==> config.mk <==
export PLATFORM = sky130hd
export DESIGN_NAME = mrt_ctrl
export DESIGN_NICKNAME = d
export VERILOG_FILES = /design/src/rtl/mrt_pkg.sv /design/src/rtl/mrt_ctrl.sv
export SDC_FILE = /design/constraint.sdc
export NUM_CORES = 1
export LEC_CHECK = 0
export CORE_AREA = 2 2 39 41
export CTS_CLUSTER_SIZE = 25
export DETAILED_ROUTE_END_ITERATION = 8
export DIE_AREA = 0 0 41 43
export DONT_BUFFER_PORTS = 1
export GPL_TIMING_DRIVEN = 0
export HOLD_SLACK_MARGIN = 0.08
export PLACE_DENSITY = 0.69
export SLEW_MARGIN = 40
export SYNTH_ARGS = -nofsm -noshare
export SYNTH_HDL_FRONTEND = slang
export SYNTH_SLANG_ARGS = --single-unit
==> constraint.sdc <==
create_clock -name clk_i -period 2.38 [get_ports clk_i]
set_input_delay 0.476 -clock clk_i [delete_from_list [all_inputs] [get_ports clk_i]]
set_output_delay 0.476 -clock clk_i [all_outputs]
set_load 0.1 [all_outputs]
==> src/rtl/mrt_pkg.sv <==
`timescale 1ns / 1ps
// ----------------------------------------------------------------------------
// Route table package
// Shared types and helpers for the mesh route table: request and response
// payloads, the stored route entry and call sign canonicalisation.
// ----------------------------------------------------------------------------
package mrt_pkg;

  // operation codes
  typedef enum logic [1:0] {
    FUNC_LOOKUP = 2'd0,
    FUNC_LEARN  = 2'd1,
    FUNC_REMOVE = 2'd2,
    FUNC_CHECK  = 2'd3
  } func_e;

  // request payload
  typedef struct packed {
    func_e       func;
    logic [63:0] dest_call;
    logic [63:0] via_call;
    logic [7:0]  hop_count;
    logic        via_available;
    logic [31:0] now_time;
  } req_t;

  // response payload
  typedef struct packed {
    logic        found;
    logic [63:0] via_out;
    logic [7:0]  hops_out;
    logic        table_changed;
    logic        new_destination;
    logic        evicted;
  } rsp_t;

  // one stored route
  typedef struct packed {
    logic        valid;
    logic [63:0] dest;
    logic [63:0] via;
    logic [7:0]  hops;
    logic [31:0] stamp;
  } entry_t;

  localparam int unsigned EntryWidth = $bits(entry_t);

  // commands from controller to datapath
  typedef struct packed {
    logic start;
    logic rd_en;
    logic clr_we;
    logic commit;
  } cmd_t;

  // cut a call at its first zero byte and to its low chars bytes
  function automatic logic [63:0] canon_call(logic [63:0] x, int unsigned chars);
    logic [63:0] r;
    logic        stop;
    r    = '0;
    stop = 1'b0;
    for (int i = 0; i < 8; i++) begin
      if (i >= chars || x[8*i +: 8] == 8'h00) begin
        stop = 1'b1;
      end
      if (!stop) begin
        r[8*i +: 8] = x[8*i +: 8];
      end
    end
    return r;
  endfunction

endpackage

==> src/rtl/mrt_ctrl.sv <==
`timescale 1ns / 1ps
// ----------------------------------------------------------------------------
// Route table controller
// Sequences the clearing pass, the table scan and the commit of each
// operation, and owns the request and response handshakes.
// ----------------------------------------------------------------------------
module mrt_ctrl #(
  parameter int unsigned TABLE_DEPTH = 32,
  localparam int unsigned AW         = $clog2(TABLE_DEPTH)
) (
  input  logic               clk_i,
  input  logic               rst_ni,
  input  logic               req_valid_i,
  output logic               req_ready_o,
  output logic               rsp_valid_o,
  input  logic               rsp_ready_i,
  output mrt_pkg::cmd_t      cmd_o,
  output logic [AW-1:0]      addr_o
);

  typedef enum logic [4:0] {
    ST_CLEAR  = 5'b00001,
    ST_IDLE   = 5'b00010,
    ST_SCAN   = 5'b00100,
    ST_FINISH = 5'b01000,
    ST_COMMIT = 5'b10000
  } state_e;

  state_e        state_q, state_d;
  logic [AW-1:0] cnt_q, cnt_d;
  logic          rsp_valid_q, rsp_valid_d;
  logic          cnt_last;

  assign cnt_last = (cnt_q == AW'(TABLE_DEPTH - 1));

  // next state and commands
  always_comb begin
    state_d     = state_q;
    cnt_d       = cnt_q;
    cmd_o       = '0;
    req_ready_o = 1'b0;
    case (state_q)
      ST_CLEAR: begin
        cmd_o.clr_we = 1'b1;
        if (cnt_last) begin
          cnt_d   = '0;
          state_d = ST_IDLE;
        end else begin
          cnt_d = cnt_q + AW'(1);
        end
      end
      ST_IDLE: begin
        req_ready_o = 1'b1;
        if (req_valid_i) begin
          cmd_o.start = 1'b1;
          cnt_d       = '0;
          state_d     = ST_SCAN;
        end
      end
      ST_SCAN: begin
        cmd_o.rd_en = 1'b1;
        if (cnt_last) begin
          cnt_d   = '0;
          state_d = ST_FINISH;
        end else begin
          cnt_d = cnt_q + AW'(1);
        end
      end
      ST_FINISH: begin
        state_d = ST_COMMIT;
      end
      ST_COMMIT: begin
        // wait for the output register to be free
        if (!rsp_valid_q || rsp_ready_i) begin
          cmd_o.commit = 1'b1;
          state_d      = ST_IDLE;
        end
      end
      default: begin
        state_d = ST_IDLE;
      end
    endcase
  end

  assign addr_o = cnt_q;

  // response valid: set on commit, cleared on transfer
  always_comb begin
    rsp_valid_d = rsp_valid_q;
    if (cmd_o.commit) begin
      rsp_valid_d = 1'b1;
    end else if (rsp_ready_i) begin
      rsp_valid_d = 1'b0;
    end
  end

  assign rsp_valid_o = rsp_valid_q;

  always_ff @(posedge clk_i or negedge rst_ni) begin
    if (!rst_ni) begin
      state_q     <= ST_CLEAR;
      cnt_q       <= '0;
      rsp_valid_q <= 1'b0;
    end else begin
      state_q     <= state_d;
      cnt_q       <= cnt_d;
      rsp_valid_q <= rsp_valid_d;
    end
  end

endmodule

==> impl_metrics.env, run 1 <==
export IMPL_cp_data_required_time_ns=1.90
export IMPL_reg2reg_from="addr_o[0]$_DFFE_PN0P_"
export IMPL_r2r_cells=6
export IMPL_fin_area_sq_um=694.4
export IMPL_routed_wl_mm=1.098
export IMPL_cp_arrival_ns=1.77
export IMPL_netlist_cell_type_count=30
export IMPL_dpl_cell_count=73
export IMPL_ys_warn_count=0
export IMPL_antenna_found_initial=0
export IMPL_cts_inserted_buffers=3
export IMPL_hold_path_class="in2reg"
export IMPL_ys_seq_area_share_pct=43.94
export IMPL_max_slew_margin_rel_pct=45.32
export IMPL_grt_pass1_wl_mm=1.787
export IMPL_crit_start="state_q[2]$_DFFE_PN0P_"
export IMPL_setup_tns_ns=0
export IMPL_grt_pass1_vias=420
export IMPL_start_kind="register"
export IMPL_die_x_um=41
export IMPL_synth_area_leader_cell="dfrtp_1"
export IMPL_coreArea_sq_mm=0.001384
export IMPL_drt_iter0_drc=4
export IMPL_n_antenna_cell=0
export IMPL_num_rows=14
export IMPL_h_tree_depth=1
export IMPL_holdPathStages=1
export IMPL_fp_dieArea_sq_mm=0.001763
export IMPL_path_class="reg2out"
export IMPL_wl_per_cell_um=14.08
export IMPL_hold_violations=0
export IMPL_clock_sinks=11
export IMPL_route_detailed_drc=0
export IMPL_fmax_ghz=0.4462
export IMPL_num_nets_final=69
export IMPL_synthTopCellsByArea="dfrtp_1, dfstp_2, nor2_1, a22o_1, ha_1"
export IMPL_cts_tree="done"
export IMPL_cap_violations=0
export IMPL_portBuffers=0
export IMPL_firstDrtPassIters=4
export IMPL_synth_ff_type="dfrtp_1"
export IMPL_synth_commonest_cells="dfrtp_1, nor2_1, nand3_1"
export IMPL_synth_edf_count=0
export IMPL_worstMarginPinSlew_ns=0.8194
export IMPL_clk_pin_slew_ns=0.07
export IMPL_slew_viol_final=0
export IMPL_clock_path_buffers=2
export IMPL_syn2layout_area_growth_pct=10.34
export IMPL_cp_max_fo=6
export IMPL_dp_hpwl_um=781.8
export IMPL_fin_crit_sh_pct=94.17
export IMPL_gp_congestion=0.6797
export IMPL_grtUsageTotal_pct=16.14
export IMPL_finalCriticalPeriod_ns=2.241
export IMPL_routed_via_density=5.692
export IMPL_min_delay_start="req_valid_i"
export IMPL_worst_skew_pair_late_latency_ns=0.28
export IMPL_synthArstFlopShare_pct=100.0
export IMPL_synthesis_area_sq_um=629.4
export IMPL_die_y_um=43
export IMPL_synth_seq_cells=11
export IMPL_setup_viol=0
export IMPL_layoutNonFillerInstCount=78
export IMPL_rsz0062_at_grt="false"
export IMPL_grt_max_degree=12
export IMPL_status="finished clean"
export IMPL_ant_nets=0
export IMPL_placement_cell_area_sq_um=658.1
export IMPL_cts_root_buffer_cell="clkbuf_4"
export IMPL_post_cts_resize_count=0
export IMPL_initial_core_util_pct=45.48
export IMPL_endpoint_kind="output port"
export IMPL_avgSynthCellArea_sq_um=11.04
export IMPL_synth_nets=63
export IMPL_synth_cells=57
export IMPL_pin_count=15
export IMPL_clock_skew_ns=0.004640
export IMPL_yosys_area_top_type_share_pct=39.76
export IMPL_grt_ovfl_total=0
export IMPL_num_vias=444
export IMPL_synth_most_common_cell="dfrtp_1"
export IMPL_drive_above_1_share_pct=33.87
## routing by layer
metal	vias to the layer above	global-route usage, %	share of wire [%]
li1	211	-	-
met1	215	20.41	43
met2	14	21.25	47
met3	4	4.712	5.6
met4	0	14.00	3.5
met5	-	0	0
## worst max-delay path, stage by stage, from the launching register on
cell and delay, ns:
dfrtp_1 0.35, buf_2 0.16, nor2_1 0.22, nand3_1 0.14, inv_1 0.62
## worst paths after layout
| check | to | slack (ns) |
|---|---|---|
| worst max-delay path | req_ready_o | 0.14 |
| worst min-delay path | state_q[1]$_DFFE_PN0P_ | 0.30 |
| worst max register to register | addr_o[2]$_DFFE_PN0P_ | 0.26 |
| worst min register to register | state_q[4]$_DFFE_PN0P_ | 0.58 |
| max in group asynchronous | addr_o[4]$_DFFE_PN0P_ | 1.41 |
| min in group asynchronous | state_q[3]$_DFFE_PN0P_ | 0.60 |
## cell families (layout without fill, tap and decap cells)
kind of cell    Yosys count  count (layout)  synth area share (%)
simple gates             25              25                 27.04
flops                    11              11                 43.94
compound gates            9               9                 10.54
buf+inv                   5              10                 5.566
xor+xnor                  3               3                 5.369
fa+ha+maj                 2               2                 3.976
mux                       2               2                 3.578
## layout by cell type, fill, tap and decap left out, types with 2 or more instances in the layout
cell,netlist,final
nor2b_1,2,2
dfrtp_1,10,4
and3b_1,2,2
a22o_1,3,3
o21ai_0,2,2
inv_1,2,2
nand3_1,4,4
clkbuf_4,0,3
dfrtp_2,0,6
nand2_1,2,2
ha_1,2,2
nor2_1,7,7
mux2_2,2,2
## final cells by class
| type | count | area [sq um] |
|---|---|---|
| buffer | 3 | 27.53 |
| timing repair buffer | 1 | 10.01 |
| tap | 16 | 20.02 |
| sequential | 11 | 284.0 |
| multi-input combinational | 41 | 319.1 |
| inverter | 2 | 7.507 |
| fill | 130 | 689.4 |
| clock buffer | 4 | 26.28 |
## per-stage QoR
step                      hold slack [ns]  util [%]  setup slack, ns
after global placement             0.1807     46.93         0.001991
final                              0.3019     50.18           0.1388
after global routing               0.3005     50.18          0.02555
after detailed placement           0.1806     47.56           0.2445
after CTS                          0.2996     50.18           0.1192
after floorplan                    0.1804         -           0.1479
## sequential cells by signal, summed over array words and instances, names as in the netlist
name / cells
addr_o: 5
rsp_valid_o: 1
state_q: 5
## repair_timing
item | CTS | global route
setup buffers | 0 | 0
hold buffers | 1 | 0
setup endpoints to repair | 0 | 0
endpoints found under the hold margin | 11 | 0
Power of run 1 is left out: the tool's default activity adds up to more than one toggle a clock period on the data nets, which glitch-free logic cannot reach.
==> run 2: changes to the inputs <==
--- a/config.mk
+++ b/config.mk
@@ -13,6 +13,7 @@
 export GPL_TIMING_DRIVEN = 0
 export HOLD_SLACK_MARGIN = 0.08
 export PLACE_DENSITY = 0.69
+export SETUP_SLACK_MARGIN = 0.15
 export SLEW_MARGIN = 40
 export SYNTH_ARGS = -nofsm -noshare
 export SYNTH_HDL_FRONTEND = slang
==> run 2 against run 1 <==
  * Register-to-register slack about the same
  * Clock-buffer cell count unchanged
  * Hold slack better by 0.014 ns
  * Via count down 2.7%
  * Setup slack better by 0.13 ns
  * Cell area up 2.0%
==> impl_metrics.env, run 2 (same netlist as run 1, synthesis figures left out) <==
export IMPL_status="finished clean"
export IMPL_slew_viol_final=0
export IMPL_max_slew_margin_rel_pct=63.96
export IMPL_worst_skew_pair_late_latency_ns=0.27
export IMPL_final_cell_mix="nor2_1, nand3_1, dfrtp_2, dfrtp_1"
export IMPL_setup_viol=0
export IMPL_cap_violations=0
export IMPL_drive_above_1_share_pct=37.10
export IMPL_h_tree_depth=1
export IMPL_clock_sinks=11
export IMPL_num_vias=432
export IMPL_clock_skew_ns=0.002455
export IMPL_cts_inserted_buffers=3
export IMPL_cts_root_buffer_cell="clkbuf_4"
export IMPL_grt_pass1_wl_mm=1.828
export IMPL_fin_crit_sh_pct=88.65
export IMPL_die_x_um=41
export IMPL_endpoint_kind="register"
export IMPL_ant_nets=0
export IMPL_initial_core_util_pct=45.48
export IMPL_drt_iter0_drc=3
export IMPL_pin_count=15
export IMPL_grtUsageTotal_pct=15.60
export IMPL_antenna_found_initial=0
export IMPL_firstDrtPassIters=4
export IMPL_worstMarginPinSlew_ns=0.5406
export IMPL_cp_arrival_ns=2.31
export IMPL_grt_ovfl_total=0
export IMPL_fmax_ghz=0.4739
export IMPL_layoutNonFillerInstCount=78
export IMPL_whs_ns=0.3160
export IMPL_final_common_cell="nor2_1"
export IMPL_clock_path_buffers=2
export IMPL_path_class="reg2reg"
export IMPL_route_detailed_drc=0
export IMPL_fin_ws_ns=0.2700
export IMPL_cts_tree="done"
export IMPL_syn2layout_area_growth_pct=12.52
export IMPL_dp_slack_ns=0.2536
export IMPL_finalCriticalPeriod_ns=2.110
export IMPL_fp_dieArea_sq_mm=0.001763
export IMPL_routed_via_density=5.538
export IMPL_grt_max_degree=12
export IMPL_num_rows=14
export IMPL_n_antenna_cell=0
export IMPL_hold_violations=0
export IMPL_cp_max_fo=6
export IMPL_setup_tns_ns=0
export IMPL_grt_pass1_vias=441
export IMPL_die_y_um=43
export IMPL_rsz0062_at_grt="false"
export IMPL_start_kind="register"
export IMPL_clk_pin_slew_ns=0.07
export IMPL_hold_path_class="in2reg"
export IMPL_coreArea_sq_mm=0.001384
export IMPL_dp_hpwl_um=798.6
export IMPL_wl_per_cell_um=14.14
export IMPL_dpl_cell_count=73
export IMPL_routed_wl_mm=1.103
export IMPL_num_nets_final=69
export IMPL_cp_data_required_time_ns=2.58
export IMPL_gp_congestion=0.6787
export IMPL_portBuffers=0
[run 2: worst paths after layout]
path / startpoint / end / slack [ns] / cells past startpoint
worst max-delay path: addr_o[0]$_DFFE_PN0P_ / addr_o[2]$_DFFE_PN0P_ / 0.27 / 6
max in group asynchronous: rst_ni / addr_o[1]$_DFFE_PN0P_ / 1.37 / 1
worst max register to register: addr_o[0]$_DFFE_PN0P_ / addr_o[2]$_DFFE_PN0P_ / 0.27 / 6
worst min-delay path: req_valid_i / state_q[1]$_DFFE_PN0P_ / 0.32 / 1
worst min register to register: state_q[1]$_DFFE_PN0P_ / state_q[4]$_DFFE_PN0P_ / 0.59 / 2
min in group asynchronous: rst_ni / state_q[2]$_DFFE_PN0P_ / 0.62 / 1
[run 2: metal layers]
layer | wire length [um] | vias up | track usage, %
met5 | 0 | - | 0
met4 | 10 | 0 | 8.000
met3 | 40 | 2 | 4.712
met2 | 551 | 8 | 22.50
met1 | 501 | 209 | 20.27
li1 | - | 213 | -
[run 2: worst max-delay path: stages (launching register included)]
cell	delay [ns]
dfrtp_4	0.63
ha_1	0.27
and3_1	0.18
ha_1	0.23
nor4b_4	0.42
and3b_1	0.22
a211o_1	0.09
[run 2: per-stage QoR]
step                cell area (sq um)  utilization [%]
floorplan                       630.6                -
global placement                650.6            47.02
detailed placement              658.1            47.56
CTS                             698.2            50.45
global route                    708.2            51.18
finish                          708.2            51.18
[run 2: repair_timing]
action	4_1_cts	5_1_grt
buffers inserted	0	0
endpoints found under the hold margin	11	0
hold buffers	1	0
gates resized for setup	1	4
setup endpoints to repair	1	3
[run 2: final cells by class]
cell class | count | area [sq um]
Timing Repair Buffer | 1 | 10.01
Sequential cell | 11 | 289.0
Tap cell | 16 | 20.02
Fill cell | 127 | 675.6
Clock buffer | 4 | 26.28
Buffer | 3 | 27.53
Inverter | 2 | 15.01
Multi-Input combinational cell | 41 | 320.3
Power of run 2 is left out for the same reason.
